File: src/rtl/core/sdtq_pkg.sv
// Shared types and constants for the sorted deadline timer queue.
package sdtq_pkg;

  localparam int unsigned QueueDepthDefault = 16;
  localparam int unsigned MaxPerTick = 16;

  localparam logic [1:0] KIND_EXPIRED = 2'd0;
  localparam logic [1:0] KIND_ACCEPT  = 2'd1;
  localparam logic [1:0] KIND_FULL    = 2'd2;
  localparam logic [1:0] KIND_QUIET   = 2'd3;

  localparam logic OP_INSERT = 1'b0;
  localparam logic OP_TICK   = 1'b1;

  // One stored alarm.
  typedef struct packed {
    logic [31:0] deadline;
    logic [7:0]  tag;
    logic [15:0] delay;
  } entry_t;

endpackage

File: src/rtl/core/sdtq_ram.sv
// Entry memory of the timer queue: one write port, one registered read port.
module sdtq_ram
  import sdtq_pkg::*;
#(
  parameter int unsigned QueueDepth = QueueDepthDefault,
  localparam int unsigned AddrW = $clog2(QueueDepth)
) (
  input  logic             clk_i,
  input  logic             we_i,
  input  logic [AddrW-1:0] waddr_i,
  input  entry_t           wdata_i,
  input  logic [AddrW-1:0] raddr_i,
  output entry_t           rdata_o
);

  entry_t mem_q [QueueDepth];

  // Write port and registered read port.
  always_ff @(posedge clk_i) begin
    if (we_i) begin
      mem_q[waddr_i] <= wdata_i;
    end
    rdata_o <= mem_q[raddr_i];
  end

endmodule

File: src/rtl/core/sorted_deadline_timer_queue.sv
// Top level of the sorted deadline timer queue.
// Alarms live in a circular buffer in one memory with a registered read, kept
// sorted by deadline, the earliest at the head. An insert request searches
// from the tail, moving each later or equal entry up one place. A zero delay,
// a full table or an empty table is answered without a search. A tick request
// reads the head entry once per expiry. One request is handled at a time; a
// waiting result blocks the input, and the next request is taken in the cycle
// that the result is accepted.
module sorted_deadline_timer_queue
  import sdtq_pkg::*;
#(
  parameter int unsigned QUEUE_DEPTH = QueueDepthDefault
) (
  input  logic        clk_i,
  input  logic        rst_ni,
  input  logic        in_valid_i,
  output logic        in_stall_o,
  input  logic        operation_i,
  input  logic [15:0] delay_seconds_i,
  input  logic [7:0]  alarm_tag_i,
  output logic        out_valid_o,
  input  logic        out_stall_i,
  output logic [1:0]  result_kind_o,
  output logic [7:0]  expired_tag_o,
  output logic [15:0] expired_delay_o,
  output logic        last_result_o
);

  localparam int unsigned AddrW = $clog2(QUEUE_DEPTH);
  localparam int unsigned CntW  = $clog2(QUEUE_DEPTH + 1);
  localparam int unsigned NW    = $clog2(MaxPerTick + 1);
  localparam logic [CntW-1:0] Full = CntW'(QUEUE_DEPTH);

  localparam logic [2:0] S_IDLE  = 3'd0;
  localparam logic [2:0] S_SRCH  = 3'd1;  // read issued for an insert
  localparam logic [2:0] S_SCMP  = 3'd2;  // compare read entry
  localparam logic [2:0] S_TRD   = 3'd3;  // head read issued for a tick
  localparam logic [2:0] S_TCMP  = 3'd4;  // compare head entry
  localparam logic [2:0] S_EMIT  = 3'd5;  // wait for the result register

  logic [2:0]      state_q, state_d;
  logic [31:0]     time_q, time_d;
  logic [CntW-1:0] count_q, count_d;
  logic [AddrW-1:0] head_q, head_d;
  logic [CntW-1:0] idx_q, idx_d;     // offset of slot being examined
  logic [NW-1:0]   n_q, n_d;
  entry_t          new_q, new_d;
  logic            emit_last_q, emit_last_d;

  logic            ov_q, ov_d;
  logic [1:0]      kind_q, kind_d;
  logic [7:0]      tag_q, tag_d;
  logic [15:0]     dly_q, dly_d;
  logic            last_q, last_d;

  logic            we;
  logic [AddrW-1:0] waddr, raddr;
  entry_t          wdata, rdata;
  logic [32:0]     sum;
  logic            out_free;

  sdtq_ram #(.QueueDepth(QUEUE_DEPTH)) u_ram (
    .clk_i   (clk_i),
    .we_i    (we),
    .waddr_i (waddr),
    .wdata_i (wdata),
    .raddr_i (raddr),
    .rdata_o (rdata)
  );

  // Physical slot of a logical offset from the head, wrapping at depth.
  function automatic logic [AddrW-1:0] slot(input logic [AddrW-1:0] head,
                                           input logic [CntW-1:0] off);
    logic [CntW:0] s;
    s = {1'b0, CntW'(head)} + {1'b0, off};
    if (s >= (CntW+1)'(QUEUE_DEPTH)) begin
      s = s - (CntW+1)'(QUEUE_DEPTH);
    end
    return s[AddrW-1:0];
  endfunction

  assign out_free   = !ov_q || !out_stall_i;
  assign in_stall_o = (state_q != S_IDLE) || !out_free;
  assign sum        = {1'b0, time_q} + {17'd0, delay_seconds_i};

  // Sequencer: insert search, tick expiry and result hand-off.
  always_comb begin
    state_d = state_q;
    time_d = time_q;
    count_d = count_q;
    head_d = head_q;
    idx_d = idx_q;
    n_d = n_q;
    new_d = new_q;
    emit_last_d = emit_last_q;
    ov_d = ov_q && out_stall_i;
    kind_d = kind_q;
    tag_d = tag_q;
    dly_d = dly_q;
    last_d = last_q;
    we = 1'b0;
    waddr = '0;
    wdata = new_q;
    raddr = slot(head_q, idx_q);
    unique case (state_q)
      S_IDLE: begin
        if (in_valid_i && out_free) begin
          if (operation_i == OP_INSERT) begin
            tag_d = alarm_tag_i;
            last_d = 1'b1;
            if (delay_seconds_i == '0) begin
              ov_d = 1'b1; kind_d = KIND_EXPIRED; dly_d = '0;
            end else if (count_q >= Full) begin
              ov_d = 1'b1; kind_d = KIND_FULL; dly_d = delay_seconds_i;
            end else begin
              new_d.deadline = sum[32] ? '1 : sum[31:0];
              new_d.tag = alarm_tag_i;
              new_d.delay = delay_seconds_i;
              dly_d = delay_seconds_i;
              if (count_q == '0) begin
                we = 1'b1;
                waddr = head_q;
                wdata = new_d;
                count_d = count_q + 1'b1;
                ov_d = 1'b1; kind_d = KIND_ACCEPT;
              end else begin
                idx_d = count_q - 1'b1;
                state_d = S_SRCH;
              end
            end
          end else begin
            if (time_q != '1) time_d = time_q + 1'b1;
            n_d = '0;
            idx_d = '0;
            state_d = S_TRD;
          end
        end
      end
      S_SRCH: state_d = S_SCMP;
      S_SCMP: begin
        we = 1'b1;
        if (rdata.deadline >= new_q.deadline) begin
          // Later or equal deadline: move it up one place.
          waddr = slot(head_q, idx_q + 1'b1);
          wdata = rdata;
          if (idx_q == '0) begin
            state_d = S_EMIT;
            emit_last_d = 1'b1;
          end else begin
            idx_d = idx_q - 1'b1;
            state_d = S_SRCH;
          end
        end else begin
          waddr = slot(head_q, idx_q + 1'b1);
          wdata = new_q;
          state_d = S_EMIT;
          emit_last_d = 1'b0;
        end
      end
      S_EMIT: begin
        // Insert done: place at head if scan ran out, then report.
        if (emit_last_q) begin
          we = 1'b1;
          waddr = head_q;
          wdata = new_q;
          emit_last_d = 1'b0;
        end else if (out_free) begin
          count_d = count_q + 1'b1;
          ov_d = 1'b1; kind_d = KIND_ACCEPT; tag_d = new_q.tag;
          dly_d = new_q.delay; last_d = 1'b1;
          state_d = S_IDLE;
        end
      end
      S_TRD: begin
        if (count_q == '0 || n_q == NW'(MaxPerTick)) begin
          if (out_free) begin
            ov_d = 1'b1;
            if (n_q == '0) begin
              kind_d = KIND_QUIET; tag_d = '0; dly_d = '0;
            end else begin
              kind_d = KIND_EXPIRED; tag_d = new_q.tag; dly_d = new_q.delay;
            end
            last_d = 1'b1;
            state_d = S_IDLE;
          end
        end else begin
          state_d = S_TCMP;
        end
      end
      S_TCMP: begin
        if (rdata.deadline <= time_q) begin
          if (n_q != '0 && !out_free) begin
            state_d = S_TCMP;
          end else begin
            if (n_q != '0) begin
              ov_d = 1'b1; kind_d = KIND_EXPIRED; tag_d = new_q.tag;
              dly_d = new_q.delay; last_d = 1'b0;
            end
            new_d = rdata;
            n_d = n_q + 1'b1;
            head_d = slot(head_q, CntW'(1));
            count_d = count_q - 1'b1;
            state_d = S_TRD;
          end
        end else if (out_free) begin
          ov_d = 1'b1;
          if (n_q == '0) begin
            kind_d = KIND_QUIET; tag_d = '0; dly_d = '0;
          end else begin
            kind_d = KIND_EXPIRED; tag_d = new_q.tag; dly_d = new_q.delay;
          end
          last_d = 1'b1;
          state_d = S_IDLE;
        end
      end
      default: state_d = S_IDLE;
    endcase
    if (state_d == S_TRD || state_d == S_TCMP) raddr = head_d;
  end

  // Control registers.
  always_ff @(posedge clk_i or negedge rst_ni) begin
    if (!rst_ni) begin
      state_q <= S_IDLE;
      time_q <= '0;
      count_q <= '0;
      head_q <= '0;
      ov_q <= 1'b0;
      emit_last_q <= 1'b0;
    end else begin
      state_q <= state_d;
      time_q <= time_d;
      count_q <= count_d;
      head_q <= head_d;
      ov_q <= ov_d;
      emit_last_q <= emit_last_d;
    end
  end

  // Working and result payload registers.
  always_ff @(posedge clk_i) begin
    idx_q <= idx_d;
    n_q <= n_d;
    new_q <= new_d;
    kind_q <= kind_d;
    tag_q <= tag_d;
    dly_q <= dly_d;
    last_q <= last_d;
  end

  assign out_valid_o     = ov_q;
  assign result_kind_o   = kind_q;
  assign expired_tag_o   = tag_q;
  assign expired_delay_o = dly_q;
  assign last_result_o   = last_q;

  // The table never holds more than its depth.
  assert property (@(posedge clk_i) disable iff (!rst_ni) count_q <= Full)
    else $error("entry count above depth");

  // A pending result holds while stalled.
  assert property (@(posedge clk_i) disable iff (!rst_ni)
    ov_q && out_stall_i |=> ov_q && $stable(kind_q) && $stable(tag_q))
    else $error("stalled result changed");

  // Time never goes backwards.
  assert property (@(posedge clk_i) disable iff (!rst_ni)
    time_q >= $past(time_q))
    else $error("time decreased");

endmodule

File: config.mk
export PLATFORM = sky130hd
export DESIGN_NAME = sorted_deadline_timer_queue
export DESIGN_NICKNAME = d
export VERILOG_FILES = /design/src/rtl/core/sdtq_pkg.sv /design/src/rtl/core/sdtq_ram.sv /design/src/rtl/core/sorted_deadline_timer_queue.sv
export SDC_FILE = /design/constraint.sdc
export NUM_CORES = 2
export LEC_CHECK = 0
export BUFFER_PORTS_ARGS = -buffer_cell sky130_fd_sc_hd__buf_2
export CORE_AREA = 2 2 316 318
export DETAILED_ROUTE_END_ITERATION = 7
export DIE_AREA = 0 0 318 320
export GPL_TIMING_DRIVEN = 0
export PLACE_DENSITY = 0.73
export SLEW_MARGIN = 25
export SYNTH_ARGS = -nofsm -noshare
export SYNTH_HDL_FRONTEND = slang
export SYNTH_SLANG_ARGS = --single-unit
File: constraint.sdc
create_clock -name clk_i -period 9.35 [get_ports clk_i]
set_clock_uncertainty 0.2 [all_clocks]
set_input_delay 1.4025 -clock clk_i [delete_from_list [all_inputs] [get_ports clk_i]]
set_output_delay 1.4025 -clock clk_i [all_outputs]
set_load 0.01 [all_outputs]
==> run summary <==
Sequential share of the synthesized area -> 65.4%
CTS tree -> yes
CTS Buffer Depth -> 3
Initial antenna violation count -> 7
Met2 usage -> 44.5%
Top cells by area, synth -> edfxtp_1 (61%), mux2i_1 (7.1%), o211a_1 (3.4%)
Synth warn -> 0
Clock Pin Slew Worst Setup and Hold Paths -> 0.07 ns
Post-synth cell types -> 77
Layout cell share with drive strength beyond 1 -> 12.0%
Final Core Density -> 57.4%
Final min period -> 6.05 ns
Cell taking the most area after synthesis -> edfxtp_1
Initial Utilization -> 49.9%
Data arrival, critical path -> 6.44 ns
Max Cap Violations -> 0
Io pins -> 58
Ys flop type -> edfxtp_1
Leading cell type in the layout, fill and taps excluded -> edfxtp_1
Post-synth top area share -> 60.8%
Slew HR -> 29.1%
Critical-path maximum fanout -> 10
XOR/XNOR share of the synthesized area -> 1.14%
Crit. End Element -> flop
Main combinational cell family by area after synthesis -> compound AO/OA/AOI/OAI gates
Gpl congestion -> 0.961
Clk sinks -> 1,091
Post-synthesis simple-gate area fraction -> 4.44%
Starting DRT DRC Count -> 4,227
Largest net degree at the start of global routing -> 47
Hpwl dp -> 105,000 µm
Routing usage on met3 -> 6.05%
Seq cells post-synth -> 1,091
Area Overhead vs Synth -> 15.1%
Outcome -> completed
Final slew viol count -> 0
Complex-gate fraction of the synthesized area -> 15.1%
Setup violations, final -> 0
Crit path launch type -> flop
Worst slew pin tran -> 1.06 ns
Grt met1 use -> 36.2%
FFs w/ async S/R, synth -> 4.22%
Synth Area in Adders -> 2.53%
Vias per cell -> 6.30
ANT nets after route -> 0
CTS Hold Buffers Added -> 0
Chip width -> 318 µm
Most used routing layer -> met2
Post-Synthesis Cells -> 3,528
GRT overflow -> 0
Post-CTS sizing -> 0
DRC -> 0
WL/cell -> 28.0 µm
Final #Nets -> 3,903
Global-route wire length before repair -> 209,000 µm
Mux cell area share after synthesis -> 7.17%
Clock Latency Late Sink -> 0.70 ns
Routed via count -> 32,508
Vias in the first global route -> 32,166
Peak Freq -> 165 MHz
Most frequent cells in the layout -> edfxtp_1 (989), mux2i_1 (347), inv_1 (282), nand2_1 (196), o211ai_1 (178)
Critical Path RT -> 9.75 ns
Core Area -> 98,000 µm²
EDFF count, synth -> 989
Worst Setup Path Type -> reg2reg
Port Buffers -> 56
Final hold vios -> 0
Synthesized area -> 48,900 µm²
Setup Buffers After CTS -> 0
Htree depth -> 3
Mean Syn Cell Area -> 13.9 µm²
Die area -> 102,000 µm²
Final WL -> 144,000 µm
Period utilization -> 64.7%
Syn_nets -> 3,654
RSZ-0062 raised after global routing -> no
Root Driver -> clkbuf_16
Row cnt -> 115
Die span in y -> 320 µm
GRT Util Overall -> 27.9%
Worst Hold Class -> reg2reg
Num CTS Buffers -> 106
Initial DRT Pass Iterations -> 6
==> flip-flops by register name, indices dropped and copies added (netlist names), 2 cells and up <==
name             flops
expired_tag_o        8
u_ram.mem_q        896
n_q                  5
result_kind_o        2
count_q              5
u_ram.rdata_o       56
state_q              3
head_q               4
new_q               56
idx_q                5
expired_delay_o     16
time_q              32
==> metal layers <==
| metal | wire length, µm | share of wire, % |
|---|---|---|
| met1 | 55800 | 39 |
| met2 | 66200 | 46 |
| met3 | 14500 | 10 |
| met4 | 7940 | 5.5 |
| met5 | 13 | 0.0090 |
==> cell usage after synthesis (11+ instances only) <==
master	instances
edfxtp_1	989
mux2i_1	348
inv_1	282
nand2_1	196
o211ai_1	178
a211oi_1	177
o211a_1	168
clkbuf_1	158
nor2_1	104
a21oi_1	99
ha_1	94
o21ai_0	70
a2111o_1	58
buf_2	57
dfxtp_1	56
nand3_1	49
xnor2_1	49
dfrtp_1	46
a221o_1	34
a22oi_1	26
nor3_1	25
a21o_1	21
nand4_1	21
o221ai_1	20
a31oi_1	17
buf_4	15
xor2_1	13
o21a_1	12
nand2b_1	11
or3_1	11
==> cells by family (layout without fill, tap and decap cells) <==
group / count (synthesis) / in the layout
AO/OA/AOI/OAI: 933 / 933
other: 0 / 1
flip-flops: 1091 / 1091
buffers and inverters: 519 / 861
AND/OR/NAND/NOR: 475 / 475
multiplexers: 350 / 350
XOR/XNOR: 63 / 63
adder cells (fa/ha/maj): 97 / 97
==> layout make-up <==
cell class / count / area [µm²]
Sequential cell: 1091 / 32000
Tap cell: 1287 / 1610
Fill cell: 7514 / 41800
Buffer: 236 / 1020
Clock buffer: 140 / 2940
Timing Repair Buffer: 141 / 1830
Inverter: 283 / 1060
Multi-Input combinational cell: 1918 / 15200
Clock inverter: 61 / 603
Antenna cell: 1 / 2.50
==> final timing paths <==
path / start / end / slack, ns / cells after the start
setup reg to reg: time_q[24] / u_ram.rdata_o[4] / 3.30 / 15
hold reg to reg: u_ram.rdata_o[12] / new_q[12] / 0.30 / 2
max in group asynchronous: rst_ni / count_q[1] / 7.87 / 1
setup / recovery: time_q[24] / u_ram.rdata_o[4] / 3.30 / 15
hold / removal: u_ram.rdata_o[12] / new_q[12] / 0.30 / 2
min in group asynchronous: rst_ni / time_q[16] / 0.57 / 1
==> metrics by stage <==
step | worst slack (ns) | instances | cell area (µm²) | hold slack, ns | TNS [ns]
finish | 3.30 | 5158 | 56200 | 0.304 | 0
global route | 3.13 | 5157 | 56200 | 0.328 | 0
CTS | 3.44 | 5157 | 56200 | 0.303 | 0
detailed placement | 2.75 | 4956 | 52700 | 0.312 | 0
global placement | -4.33 | 4871 | 50800 | 0.311 | -619.69
floorplan | 1.64 | 3528 | 48900 | 0.282 | 0
==> worst max-delay path, stage by stage, from the launching register on <==
cell and delay, ns:
dfrtp_1 0.32, clkbuf_1 0.31, inv_1 0.14, ha_1 0.30, nand4_1 0.16, nor4_2 0.51, nand2_1 0.14, o21a_1 0.22
nor4_4 0.46, xor2_2 0.78, clkbuf_2 0.63, buf_1 0.80, o211ai_1 0.16, o211a_1 0.17, a211oi_1 0.30, a2111o_1 0.30
Power is not shown: default switching activity piles up to over one toggle a cycle in this logic, so the estimate is an artifact.
